### config.mk
export PLATFORM = sky130hd
export DESIGN_NAME = calendar_date_adder
export DESIGN_NICKNAME = d
export VERILOG_FILES = /design/src/rtl/core/cda_pkg.sv /design/src/rtl/core/calendar_date_adder.sv /design/src/rtl/core/cda_divider.sv /design/src/rtl/core/cda_datapath.sv /design/src/rtl/core/cda_control.sv
export SDC_FILE = /design/constraint.sdc
export NUM_CORES = 1
export LEC_CHECK = 0
export ABC_AREA = 1
export BUFFER_PORTS_ARGS = -buffer_cell sky130_fd_sc_hd__buf_4
export CORE_ASPECT_RATIO = 1.2
export CORE_UTILIZATION = 45
export CTS_CLUSTER_DIAMETER = 40
export DETAILED_ROUTE_END_ITERATION = 10
export HOLD_SLACK_MARGIN = 0.1
export PLACE_DENSITY = 0.65
export SYNTH_ARGS = -nofsm -noshare
export SYNTH_HDL_FRONTEND = slang
export SYNTH_SLANG_ARGS = --single-unit
### constraint.sdc
create_clock -name clk -period 7.3 [get_ports clk]
set_input_delay 0.365 -clock clk [delete_from_list [all_inputs] [get_ports clk]]
set_output_delay 0.365 -clock clk [all_outputs]
set_load 0.02 [all_outputs]
### src/rtl/core/cda_pkg.sv
`timescale 1ns / 1ps
// Shared types, codes and calendar helpers for the calendar date adder.
// No dependencies; every other file imports this package.
package cda_pkg;

  localparam logic [1:0] ACT_DAYS   = 2'd0;
  localparam logic [1:0] ACT_MONTHS = 2'd1;
  localparam logic [1:0] ACT_YEARS  = 2'd2;

  localparam logic [1:0] DIV_NONE   = 2'd0;
  localparam logic [1:0] DIV_YEAR   = 2'd1;
  localparam logic [1:0] DIV_TOTAL  = 2'd2;
  localparam logic [1:0] DIV_RESULT = 2'd3;

  localparam logic [1:0]  DIV_STEPS    = 2'd2;
  localparam logic [8:0]  LEAP_CYCLE   = 9'd400;
  localparam logic [16:0] YEAR_LAST    = 17'd65535;

  // Reciprocals of 3 and 25 scaled by 2^16. They give exact quotients for
  // dividends below 32768 and below 4681 respectively.
  localparam logic [31:0] RECIP_THREE      = 32'd21846;
  localparam logic [31:0] RECIP_TWENTYFIVE = 32'd2622;

  typedef struct packed {
    logic       capture;
    logic [1:0] div_op;
    logic       clean;
    logic       doy_step;
    logic       year_step;
    logic       mon_step;
    logic       set_month;
    logic       set_ovf;
    logic       fix;
    logic       load_out;
  } cda_cmd_t;

  typedef struct packed {
    logic [1:0] act;
    logic       amt_zero;
    logic       doy_more;
    logic       year_more;
    logic       mon_more;
    logic       ry_over;
    logic       ovf;
    logic       div_busy;
  } cda_status_t;

  // Leap test on the year taken modulo 400.
  function automatic logic is_leap(input logic [8:0] r);
    logic cent;
    cent = (r == 9'd100) || (r == 9'd200) || (r == 9'd300);
    return (r == 9'd0) || ((r[1:0] == 2'b00) && !cent);
  endfunction

  function automatic logic [4:0] month_days(input logic leap, input logic [3:0] m);
    logic [4:0] n;
    case (m) inside
      4'd2: n = leap ? 5'd29 : 5'd28;
      4'd4, 4'd6, 4'd9, 4'd11: n = 5'd30;
      4'd1, 4'd3, 4'd5, 4'd7, 4'd8, 4'd10, 4'd12: n = 5'd31;
      default: n = 5'd0;
    endcase
    return n;
  endfunction

  function automatic logic [8:0] year_days(input logic leap);
    return leap ? 9'd366 : 9'd365;
  endfunction

endpackage

### src/rtl/core/calendar_date_adder.sv
`timescale 1ns / 1ps
// Top level of the calendar date adder: controller, datapath and checks.
// Depends on cda_pkg, cda_control and cda_datapath.
//
// Usage: an input word (start date, action, amount) is accepted when in_valid is
// high and in_stall is low. One result word (end date and overflow flag) is offered
// on out_valid and taken when out_stall is low.
// The block works on one word at a time. Every word first reduces the start year
// modulo 400 in a two-stage reciprocal divider, then picks the action. A zero
// amount of days or the unused action goes straight to the output word; adding years
// takes a modulo-400 pass on the result year, adding months a division by 12 and a
// second modulo-400 pass. Adding days walks up to 11 months for the day of year,
// then crosses one whole year per cycle (about 180 for the largest amount), then up
// to 12 months. The year walk takes most of the time for day additions.
// A finished word sits in the output register; the next input word can be accepted in the
// following cycle even while it waits, and its result is held back until the receiver
// takes the first.
// Synchronous reset clears the controller and the output valid flag.
module calendar_date_adder import cda_pkg::*; (
  input  logic        clk,
  input  logic        rst,
  input  logic        in_valid,
  output logic        in_stall,
  input  logic [15:0] start_year,
  input  logic [3:0]  start_month,
  input  logic [4:0]  start_day,
  input  logic [1:0]  action,
  input  logic [15:0] amount,
  output logic        out_valid,
  input  logic        out_stall,
  output logic [15:0] end_year,
  output logic [3:0]  end_month,
  output logic [4:0]  end_day,
  output logic        overflow
);

  cda_cmd_t    cmd;
  cda_status_t status;

  cda_control u_ctrl (
    .clk       (clk),
    .rst       (rst),
    .in_valid  (in_valid),
    .in_stall  (in_stall),
    .out_valid (out_valid),
    .out_stall (out_stall),
    .status    (status),
    .cmd       (cmd)
  );

  cda_datapath u_dp (
    .clk         (clk),
    .rst         (rst),
    .cmd         (cmd),
    .status      (status),
    .start_year  (start_year),
    .start_month (start_month),
    .start_day   (start_day),
    .action      (action),
    .amount      (amount),
    .end_year    (end_year),
    .end_month   (end_month),
    .end_day     (end_day),
    .overflow    (overflow)
  );

  a_busy_after_accept: assert property (@(posedge clk) disable iff (rst)
    (in_valid && !in_stall) |=> in_stall)
    else $error("input accepted but block did not go busy");

  a_div_idle_when_ready: assert property (@(posedge clk) disable iff (rst)
    status.div_busy |-> in_stall)
    else $error("divider running while block accepts input");

  a_month_range: assert property (@(posedge clk) disable iff (rst)
    out_valid |-> (end_month >= 4'd1) && (end_month <= 4'd12))
    else $error("result month out of range");

endmodule

### src/rtl/core/cda_divider.sv
`timescale 1ns / 1ps
// Two-stage divider by 400 or by 12 using reciprocal multiplication.
// Depends on cda_pkg. Division by 400 takes dividends below 65536.
module cda_divider import cda_pkg::*; (
  input  logic        clk,
  input  logic        rst,
  input  logic        start,
  input  logic        by_twelve,
  input  logic [16:0] dividend,
  output logic        busy,
  output logic [16:0] quotient,
  output logic [8:0]  remainder
);

  logic [1:0]  cnt;
  logic        twelve;
  logic [16:0] num;
  logic [31:0] prod;
  logic [16:0] back;
  logic [16:0] diff;

  assign busy = (cnt != 2'd0);
  assign prod = twelve ? ({17'd0, num[16:2]} * RECIP_THREE)
                       : ({20'd0, num[15:4]} * RECIP_TWENTYFIVE);
  assign back = twelve ? ({quotient[13:0], 3'd0} + {quotient[14:0], 2'd0})
                       : ({quotient[8:0], 8'd0} + {quotient[9:0], 7'd0} +
                          {quotient[12:0], 4'd0});
  assign diff = num - back;

  always_ff @(posedge clk) begin
    if (rst) begin
      cnt <= 2'd0;
    end else if (start) begin
      cnt <= DIV_STEPS;
    end else if (busy) begin
      cnt <= cnt - 2'd1;
    end
  end

  always_ff @(posedge clk) begin
    if (start) begin
      twelve <= by_twelve;
      num    <= dividend;
    end else if (cnt == DIV_STEPS) begin
      quotient <= {1'b0, prod[31:16]};
    end else if (busy) begin
      remainder <= diff[8:0];
    end
  end

endmodule

### src/rtl/core/cda_datapath.sv
`timescale 1ns / 1ps
// Datapath of the calendar date adder: date registers, day-of-year walk and output word.
// Depends on cda_pkg and cda_divider.
module cda_datapath import cda_pkg::*; (
  input  logic        clk,
  input  logic        rst,
  input  cda_cmd_t    cmd,
  output cda_status_t status,
  input  logic [15:0] start_year,
  input  logic [3:0]  start_month,
  input  logic [4:0]  start_day,
  input  logic [1:0]  action,
  input  logic [15:0] amount,
  output logic [15:0] end_year,
  output logic [3:0]  end_month,
  output logic [4:0]  end_day,
  output logic        overflow
);

  logic [15:0] y;
  logic [3:0]  m;
  logic [4:0]  d;
  logic [1:0]  act;
  logic [15:0] amt;
  logic [16:0] ry;
  logic [3:0]  rm;
  logic [4:0]  rd;
  logic [8:0]  doy;
  logic [3:0]  idx;
  logic [8:0]  r400;
  logic        ovf;

  logic        dv_start;
  logic        dv_busy;
  logic [16:0] dv_dividend;
  logic [16:0] dv_quot;
  logic [8:0]  dv_rem;

  logic        leap_now;
  logic        leap_div;
  logic [4:0]  lim_clean;
  logic [4:0]  d_clean;
  logic [4:0]  lim_fix;
  logic [4:0]  dim_idx;
  logic [4:0]  dim_rm;
  logic [8:0]  year_left;
  logic        year_more;
  logic        mon_more;
  logic [16:0] ry_inc;
  logic [16:0] total;
  logic [16:0] ry_months;

  assign leap_now  = is_leap(r400);
  assign leap_div  = is_leap(dv_rem);
  assign lim_clean = month_days(leap_div, m);
  assign d_clean   = (d == 5'd0) ? 5'd1 : ((d > lim_clean) ? lim_clean : d);
  assign lim_fix   = month_days(leap_div, rm);
  assign dim_idx   = month_days(leap_now, idx);
  assign dim_rm    = month_days(leap_now, rm);
  assign year_left = year_days(leap_now) - doy;
  assign year_more = ({7'd0, year_left} < amt);
  assign mon_more  = (rm < 4'd12) && (doy > {4'd0, dim_rm});
  assign ry_inc    = ry + 17'd1;
  assign total     = {13'd0, m - 4'd1} + {1'b0, amt};
  assign ry_months = {1'b0, y} + dv_quot;

  assign dv_start = (cmd.div_op != DIV_NONE);

  always_comb begin
    case (cmd.div_op)
      DIV_YEAR:   dv_dividend = {1'b0, start_year};
      DIV_TOTAL:  dv_dividend = total;
      DIV_RESULT: dv_dividend = ry;
      default:    dv_dividend = 17'd0;
    endcase
  end

  cda_divider u_div (
    .clk       (clk),
    .rst       (rst),
    .start     (dv_start),
    .by_twelve (cmd.div_op == DIV_TOTAL),
    .dividend  (dv_dividend),
    .busy      (dv_busy),
    .quotient  (dv_quot),
    .remainder (dv_rem)
  );

  always_ff @(posedge clk) begin
    if (cmd.capture) begin
      y   <= start_year;
      m   <= (start_month == 4'd0) ? 4'd1 : ((start_month > 4'd12) ? 4'd12 : start_month);
      d   <= start_day;
      act <= action;
      amt <= amount;
      ovf <= 1'b0;
    end
    if (cmd.clean) begin
      r400 <= dv_rem;
      d    <= d_clean;
      rd   <= d_clean;
      rm   <= m;
      doy  <= {4'd0, d_clean};
      idx  <= 4'd1;
      ry   <= (act == ACT_YEARS) ? ({1'b0, y} + {1'b0, amt}) : {1'b0, y};
    end
    if (cmd.doy_step) begin
      doy <= doy + {4'd0, dim_idx};
      idx <= idx + 4'd1;
    end
    if (cmd.year_step) begin
      if (year_more) begin
        amt  <= amt - {7'd0, year_left} - 16'd1;
        doy  <= 9'd1;
        ry   <= ry_inc;
        r400 <= (r400 == LEAP_CYCLE - 9'd1) ? 9'd0 : r400 + 9'd1;
        ovf  <= ry_inc[16];
      end else begin
        doy <= doy + amt[8:0];
        rm  <= 4'd1;
      end
    end
    if (cmd.mon_step) begin
      if (mon_more) begin
        doy <= doy - {4'd0, dim_rm};
        rm  <= rm + 4'd1;
      end else begin
        rd <= doy[4:0];
      end
    end
    if (cmd.set_month) begin
      ry <= ry_months;
      rm <= dv_rem[3:0] + 4'd1;
    end
    if (cmd.set_ovf) begin
      ovf <= 1'b1;
    end
    if (cmd.fix) begin
      if (rd > lim_fix) begin
        rd <= lim_fix;
      end
    end
    if (cmd.load_out) begin
      end_year  <= ovf ? y : ry[15:0];
      end_month <= ovf ? m : rm;
      end_day   <= ovf ? d : rd;
      overflow  <= ovf;
    end
  end

  always_comb begin
    status.act       = act;
    status.amt_zero  = (amt == 16'd0);
    status.doy_more  = (idx < m);
    status.year_more = year_more;
    status.mon_more  = mon_more;
    status.ry_over   = (ry > YEAR_LAST);
    status.ovf       = ovf;
    status.div_busy  = dv_busy;
  end

endmodule

### src/rtl/core/cda_control.sv
`timescale 1ns / 1ps
// Controller of the calendar date adder: sequences cleanup, walks and the output word.
// Depends on cda_pkg.
module cda_control import cda_pkg::*; (
  input  logic        clk,
  input  logic        rst,
  input  logic        in_valid,
  output logic        in_stall,
  output logic        out_valid,
  input  logic        out_stall,
  input  cda_status_t status,
  output cda_cmd_t    cmd
);

  localparam logic [3:0] S_IDLE   = 4'd0;
  localparam logic [3:0] S_MODY   = 4'd1;
  localparam logic [3:0] S_BRANCH = 4'd2;
  localparam logic [3:0] S_DOY    = 4'd3;
  localparam logic [3:0] S_YEAR   = 4'd4;
  localparam logic [3:0] S_MON    = 4'd5;
  localparam logic [3:0] S_DIVM   = 4'd6;
  localparam logic [3:0] S_CHKM   = 4'd7;
  localparam logic [3:0] S_MODR   = 4'd8;
  localparam logic [3:0] S_DONE   = 4'd9;

  logic [3:0] state;
  logic [3:0] state_next;
  logic       out_valid_next;

  assign in_stall = (state != S_IDLE);

  always_comb begin
    state_next = state;
    cmd        = '0;
    unique case (state)
      S_IDLE: begin
        if (in_valid) begin
          cmd.capture = 1'b1;
          cmd.div_op  = DIV_YEAR;
          state_next  = S_MODY;
        end
      end
      S_MODY: begin
        if (!status.div_busy) begin
          cmd.clean  = 1'b1;
          state_next = S_BRANCH;
        end
      end
      S_BRANCH: begin
        case (status.act)
          ACT_DAYS: begin
            state_next = status.amt_zero ? S_DONE : S_DOY;
          end
          ACT_MONTHS: begin
            cmd.div_op = DIV_TOTAL;
            state_next = S_DIVM;
          end
          ACT_YEARS: begin
            if (status.ry_over) begin
              cmd.set_ovf = 1'b1;
              state_next  = S_DONE;
            end else begin
              cmd.div_op = DIV_RESULT;
              state_next = S_MODR;
            end
          end
          default: state_next = S_DONE;
        endcase
      end
      S_DOY: begin
        if (status.doy_more) begin
          cmd.doy_step = 1'b1;
        end else begin
          state_next = S_YEAR;
        end
      end
      S_YEAR: begin
        if (status.ovf) begin
          state_next = S_DONE;
        end else begin
          cmd.year_step = 1'b1;
          if (!status.year_more) begin
            state_next = S_MON;
          end
        end
      end
      S_MON: begin
        cmd.mon_step = 1'b1;
        if (!status.mon_more) begin
          state_next = S_DONE;
        end
      end
      S_DIVM: begin
        if (!status.div_busy) begin
          cmd.set_month = 1'b1;
          state_next    = S_CHKM;
        end
      end
      S_CHKM: begin
        if (status.ry_over) begin
          cmd.set_ovf = 1'b1;
          state_next  = S_DONE;
        end else begin
          cmd.div_op = DIV_RESULT;
          state_next = S_MODR;
        end
      end
      S_MODR: begin
        if (!status.div_busy) begin
          cmd.fix    = 1'b1;
          state_next = S_DONE;
        end
      end
      S_DONE: begin
        if (!out_valid || !out_stall) begin
          cmd.load_out = 1'b1;
          state_next   = S_IDLE;
        end
      end
      default: state_next = S_IDLE;
    endcase
  end

  assign out_valid_next = cmd.load_out | (out_valid & out_stall);

  always_ff @(posedge clk) begin
    if (rst) begin
      state     <= S_IDLE;
      out_valid <= 1'b0;
    end else begin
      state     <= state_next;
      out_valid <= out_valid_next;
    end
  end

endmodule

==> results.sh, run 1 <==
export IMPL_outcome="finished clean"
export IMPL_synthFlopType="edfxtp_1"
export IMPL_clockRootBuffer="clkbuf_16"
export IMPL_synth_edf_count=98
export IMPL_ios=75
export IMPL_synth_most_common_cell="nand2_1"
export IMPL_wl_per_cell_um=18.36
export IMPL_cts_buffer_depth=2
export IMPL_clkSinkCount=166
export IMPL_finalCritPeriodShare_pct=76.16
export IMPL_dieArea_um2=45010
export IMPL_criticalPathCategory="reg -> reg"
export IMPL_rsz0062_at_grt="false"
export IMPL_fmax_mhz=179.9
export IMPL_antenna_found_initial=1
export IMPL_grt_pass1_vias=17740
export IMPL_grt_overflow_total=0
export IMPL_crit_family="adder cells"
export IMPL_drc=0
export IMPL_initial_core_util_pct=46.00
export IMPL_critPathLaunchType="flop"
export IMPL_slew_violations=0
export IMPL_cts_tree="done"
export IMPL_grt_usage_pct=27.29
export IMPL_gp_congestion=0.9602
export IMPL_ys_seq_elements=166
export IMPL_syn_instance_count=2660
export IMPL_drive_above_1_share_pct=6.172
export IMPL_cts_resized=0
export IMPL_cp_arrival_ps=5750
export IMPL_ys_types=59
export IMPL_syn2layout_area_growth_pct=8.878
export IMPL_yosys_top_cells_count="nand2_1, inv_1, ha_1"
export IMPL_finalWorstSetupSlack_ps=1740
export IMPL_via_count=18070
export IMPL_routed_wl_mm=60.42
export IMPL_drv_cap=0
export IMPL_n_antenna_cell=0
export IMPL_first_pass_iters=6
export IMPL_worst_slew_pin_slew_ps=1157
export IMPL_die_w_um=193.8
export IMPL_cts_buffers=17
export IMPL_numPortBuffers=74
export IMPL_ant_nets=0
export IMPL_viasPerCell=5.491
export IMPL_num_fill_cells=4312
export IMPL_core_um2=43200
export IMPL_async_flop_share_pct=0
export IMPL_setup_viol=0
export IMPL_synth_seq_area_share_pct=21.66
export IMPL_cp_end_kind="flop"
export IMPL_hold_path_class="in -> reg"
export IMPL_synth_top_cell_area_share_pct=17.69
export IMPL_synthesis_area_um2=19870
export IMPL_yosys_area_top_type="ha_1"
export IMPL_slowest_stage="edfxtp_1"
export IMPL_synth_area_leaders="ha_1, edfxtp_1, fa_1, nand2_1, inv_1"
export IMPL_slowest_delay_ps=580
export IMPL_pre_cts_slack_ps=1780
export IMPL_cp_num_buf_inv=4
export IMPL_place_hpwl_mm=49.48
export IMPL_clkLatencyLatePin_ps=470
export IMPL_fin_nets=3167
export IMPL_ys_warn_count=0
export IMPL_die_h_um=232.2
export IMPL_synth_avg_cell_area_um2=7.471
export IMPL_cts_max_level=4
export IMPL_grt_pass1_wl_mm=95.13
export IMPL_hold_viol=0
export IMPL_relSlewSlack_pct=22.88
export IMPL_clock_skew_ps=21.25
export IMPL_crit_path_frequent_cell="nand2_1"
export IMPL_min_period_ps=5560
export IMPL_crit_chain="ha_1, fa_1, inv_1, fa_1, fa_1, inv_1, fa_1, inv_1, fa_1, inv_1, ha_1, nand2_1, nor4_1, nand2_1, nand2_1, nand2_1, nand2_1, a21oi_1, o21ai_0, nand2_1"
export IMPL_synth_fp_nets=3102
export IMPL_path_max_fanout=9
export IMPL_clk_pin_slew_ps=70
export IMPL_fp_row_count=83
export IMPL_fin_setup_tns_ps=0
export IMPL_cp_required_ps=7490
export IMPL_grt_max_degree=56
export IMPL_drt_iter0_drc=1460
-- through the flow --
| stage | cells | hold slack, ps | area (µm²) | utilization, % |
|---|---|---|---|---|
| floorplan | 2660 | 400.3 | 19870 | - |
| global placement | 3244 | 413.0 | 20910 | 48.40 |
| CTS | 3290 | 101.4 | 21640 | 50.08 |
| finish | 3290 | 113.3 | 21640 | 50.08 |
| detailed placement | 3244 | 417.8 | 20910 | 48.40 |
| global route | 3290 | 102.0 | 21640 | 50.08 |
-- worst paths after layout --
path	startpoint	endpoint	slack (ps)	cells after the start
hold / removal	start_month[2]	u_dp.m[2]$_SDFFCE_PN0P_	110	1
setup reg to reg	u_dp.u_div.num[5]$_DFFE_PP_	u_dp.u_div.quotient[5]$_DFFE_PP_	1740	20
setup / recovery	u_dp.u_div.num[5]$_DFFE_PP_	u_dp.u_div.quotient[5]$_DFFE_PP_	1740	20
hold reg to reg	u_dp.u_div.num[1]$_DFFE_PP_	u_dp.u_div.remainder[1]$_DFFE_PP_	430	0
-- kinds of logic after synthesis --
group | after synthesis | share of synthesized area, %
xor gates and xnor gates | 79 | 3.482
buffers and inverters | 494 | 9.753
adders and majority gates | 395 | 29.18
muxes | 2 | 0.1007
DFF | 166 | 21.66
and+or+nand+nor | 1094 | 23.75
AOI/OAI and AO/OA | 430 | 12.08
-- layout make-up --
class / instances / area [µm²] / area share (%)
clock inverters: 15 / 158.9 / 0.7344
well taps: 552 / 690.7 / 3.192
flip-flops and latches: 166 / 4304 / 19.89
repair buffers: 96 / 755.7 / 3.493
inverters: 444 / 1669 / 7.715
multi-input cells: 2000 / 13630 / 63.01
clock buffers: 17 / 425.4 / 1.966
-- state kept, by name, indices dropped and copies added, names as in the netlist, 14 cells and up --
name	count
u_dp.y	16
u_dp.ry	17
u_dp.u_div.quotient	14
u_dp.amt	16
u_dp.end_year	16
u_dp.u_div.num	17
-- worst reg2reg max path: stages, from the launching register on --
cell	delay, ps
edfxtp_1	580
ha_1	430
fa_1	540
inv_1	60
fa_1	480
fa_1	550
inv_1	60
fa_1	530
inv_1	50
fa_1	510
inv_1	50
ha_1	330
nand2_1	130
nor4_1	380
nand2_1	90
nand2_1	110
nand2_1	60
nand2_1	80
a21oi_1	60
o21ai_0	120
nand2_1	100
-- cell usage in the layout (no fill, tap or decap), types with 37 or more instances in the layout --
master | Yosys | routed
nand2_1 | 597 | 597
inv_1 | 434 | 434
ha_1 | 281 | 281
nor2_1 | 183 | 182
nand3_1 | 174 | 174
o21ai_0 | 173 | 173
a21oi_1 | 158 | 158
fa_1 | 114 | 114
edfxtp_1 | 98 | 98
buf_4 | 7 | 82
dfxtp_1 | 68 | 68
xor2_1 | 62 | 62
nand4_1 | 46 | 46
nor3_1 | 37 | 37
-- metal layers --
layer	wire length (µm)	up-vias	global-route usage (%)
met5	10	-	0
met4	2392	2	11.56
met3	2586	104	2.600
met2	29760	488	48.85
met1	25670	8579	33.47
li1	-	8894	-
-- timing repair --
item,4_1_cts,5_1_grt
hold endpoints to repair,14,0
setup buffers,0,0
hold buffers,14,0
Power of run 1 is not shown: default switching activity piles up to over one toggle a cycle in this logic, so the estimate is an artifact.
==> inputs of run 2 (changes only) <==
Settings changed: PLACE_DENSITY 0.65 to 0.67.
Clock period 7.3 ns to 5 ns, I/O delays scaled along.
==> results.sh, run 2 (synthesized netlist as in run 1, its figures left out) <==
export IMPL_ios=75
export IMPL_ant_nets=0
export IMPL_place_hpwl_mm=50.78
export IMPL_wl_per_cell_um=18.39
export IMPL_routed_wl_mm=62.83
export IMPL_cts_buffers=17
export IMPL_syn2layout_area_growth_pct=16.57
export IMPL_die_h_um=232.2
export IMPL_min_period_ps=4917
export IMPL_worst_slew_pin_slew_ps=768.7
export IMPL_reg_top3="u_dp.ry x17, u_dp.u_div.num x17"
export IMPL_met3WireLength_mm=3.434
export IMPL_hold_viol=0
export IMPL_drv_cap=0
export IMPL_criticalPathCategory="reg -> reg"
export IMPL_drt_iter0_drc=1367
export IMPL_setup_viol=0
export IMPL_gp_congestion=0.9577
export IMPL_grt_overflow_total=0
export IMPL_slew_violations=0
export IMPL_viasPerCell=5.454
export IMPL_cp_arrival_ps=5150
export IMPL_antenna_found_initial=1
export IMPL_critPathLaunchType="flop"
export IMPL_layout_commonest_cell="nand2_1"
export IMPL_clk_pin_slew_ps=80
export IMPL_reg2reg_from="u_dp.u_div.num[14]$_DFFE_PP_"
export IMPL_clkLatencyLatePin_ps=480
export IMPL_holdPathEnd="u_dp.amt[1]$_DFF_P_"
export IMPL_dieArea_um2=45010
export IMPL_via_count=18640
export IMPL_multi_input_area_um2=14060
export IMPL_ff2ff_setup_slack_ps=80
export IMPL_die_w_um=193.8
export IMPL_wl_met1_mm=26.35
export IMPL_final_core_util_pct=53.62
export IMPL_pre_cts_slack_ps=-132.6
export IMPL_relSlewSlack_pct=48.75
export IMPL_numPortBuffers=74
export IMPL_num_fill_cells=4084
export IMPL_worst_r2r_path_depth=17
export IMPL_timing_rr_end="u_dp.u_div.quotient[7]$_DFFE_PP_"
export IMPL_layout_common_cells="nand2_1, inv_1, ha_1, buf_4, nor2_1"
export IMPL_fmax_mhz=203.4
export IMPL_wl_met2_mm=30.48
export IMPL_fp_row_count=83
export IMPL_cp_end_kind="flop"
export IMPL_cp_required_ps=5230
export IMPL_cts_tree="done"
export IMPL_finalWorstSetupSlack_ps=83.07
export IMPL_cts_buffer_depth=2
export IMPL_highest_layer="met4"
export IMPL_grt_pass1_vias=18370
export IMPL_initial_core_util_pct=46.00
export IMPL_grt_usage_pct=28.30
export IMPL_hold_depth=5
export IMPL_first_pass_iters=8
export IMPL_clock_skew_ps=14.72
export IMPL_clkSinkCount=166
export IMPL_grt_pass1_wl_mm=98.39
export IMPL_finalCritPeriodShare_pct=98.34
export IMPL_worstHoldStart="amount[1]"
export IMPL_outcome="finished clean"
export IMPL_core_um2=43200
export IMPL_grt_max_degree=56
export IMPL_clockRootBuffer="clkbuf_16"
export IMPL_drive_above_1_share_pct=12.15
export IMPL_drc=0
export IMPL_fin_nets=3293
export IMPL_rsz0062_at_grt="true"
export IMPL_seqCellArea_um2=4304
export IMPL_path_max_fanout=4
export IMPL_cts_max_level=4
export IMPL_hold_path_class="in -> reg"
run 2: changes by cell type in the layout (fill, tap and decap cells not counted), sizes merged:
cell         delta
bufinv          +1
dlygate4sd3    +25
clkinv          -1
diode           +1
buf           +101
run 2: final cells by class:
| cell class | count | area share [%] |
|---|---|---|
| multi-input combinational | 2000 | 60.71 |
| sequential | 166 | 18.58 |
| timing repair buffer | 222 | 7.805 |
| inverter | 444 | 7.206 |
| tap | 552 | 2.982 |
| clock buffer | 17 | 1.837 |
| clock inverter | 15 | 0.8697 |
| antenna | 1 | 0.01080 |
run 2: what timing repair did:
| action | CTS | global route |
|---|---|---|
| gates resized for setup | 16 | 91 |
| setup buffers | 4 | 12 |
| endpoints found under the setup margin | 13 | 15 |
| hold buffers | 39 | 0 |
| hold endpoints to repair | 43 | 0 |
| pin swaps | 5 | 43 |
run 2: routing by layer:
metal	vias up	GRT usage [%]
met4	0	12.72
met1	8786	34.94
met2	588	49.56
li1	9141	-
met5	-	0
met3	121	3.326
run 2: worst max path at each step:
stage                            startpoint  slack [ps]                              endpoint  cells after the start
2_1_floorplan  u_dp.u_div.num[11]$_DFFE_PP_          20      u_dp.u_div.quotient[5]$_DFFE_PP_                     20
3_3_place_gp    u_dp.u_div.num[3]$_DFFE_PP_        -110      u_dp.u_div.quotient[4]$_DFFE_PP_                     21
3_5_place_dp    u_dp.u_div.num[3]$_DFFE_PP_        -130      u_dp.u_div.quotient[4]$_DFFE_PP_                     21
4_1_cts         u_dp.u_div.num[4]$_DFFE_PP_           2      u_dp.u_div.quotient[7]$_DFFE_PP_                     20
5_1_grt         u_dp.u_div.num[3]$_DFFE_PP_        -130  u_dp.u_div.quotient[8]$_SDFFCE_PN0P_                     20
6_report       u_dp.u_div.num[14]$_DFFE_PP_          80      u_dp.u_div.quotient[7]$_DFFE_PP_                     17
run 2: stage by stage:
stage	hold slack, ps	TNS, ps	instance area (µm²)	cells
floorplan	319.1	0	19880	2660
global placement	408.7	-551.3	21590	3329
detailed placement	406.6	-834.5	21590	3329
CTS	104.1	0	22730	3404
global route	140.1	-806.8	23160	3417
finish	124.2	0	23160	3417
run 2: worst max-delay path: stages (launching register included):
cell	delay [ps]
edfxtp_1	510
buf_4	210
fa_1	460
ha_1	300
inv_1	50
fa_1	480
inv_1	60
fa_1	510
fa_1	490
ha_1	330
a21oi_1	200
a21boi_1	250
o21ai_0	140
nand3_1	90
nand3_1	160
o21ai_1	230
buf_4	170
nand2_1	60
Power of run 2 is left out for the same reason.
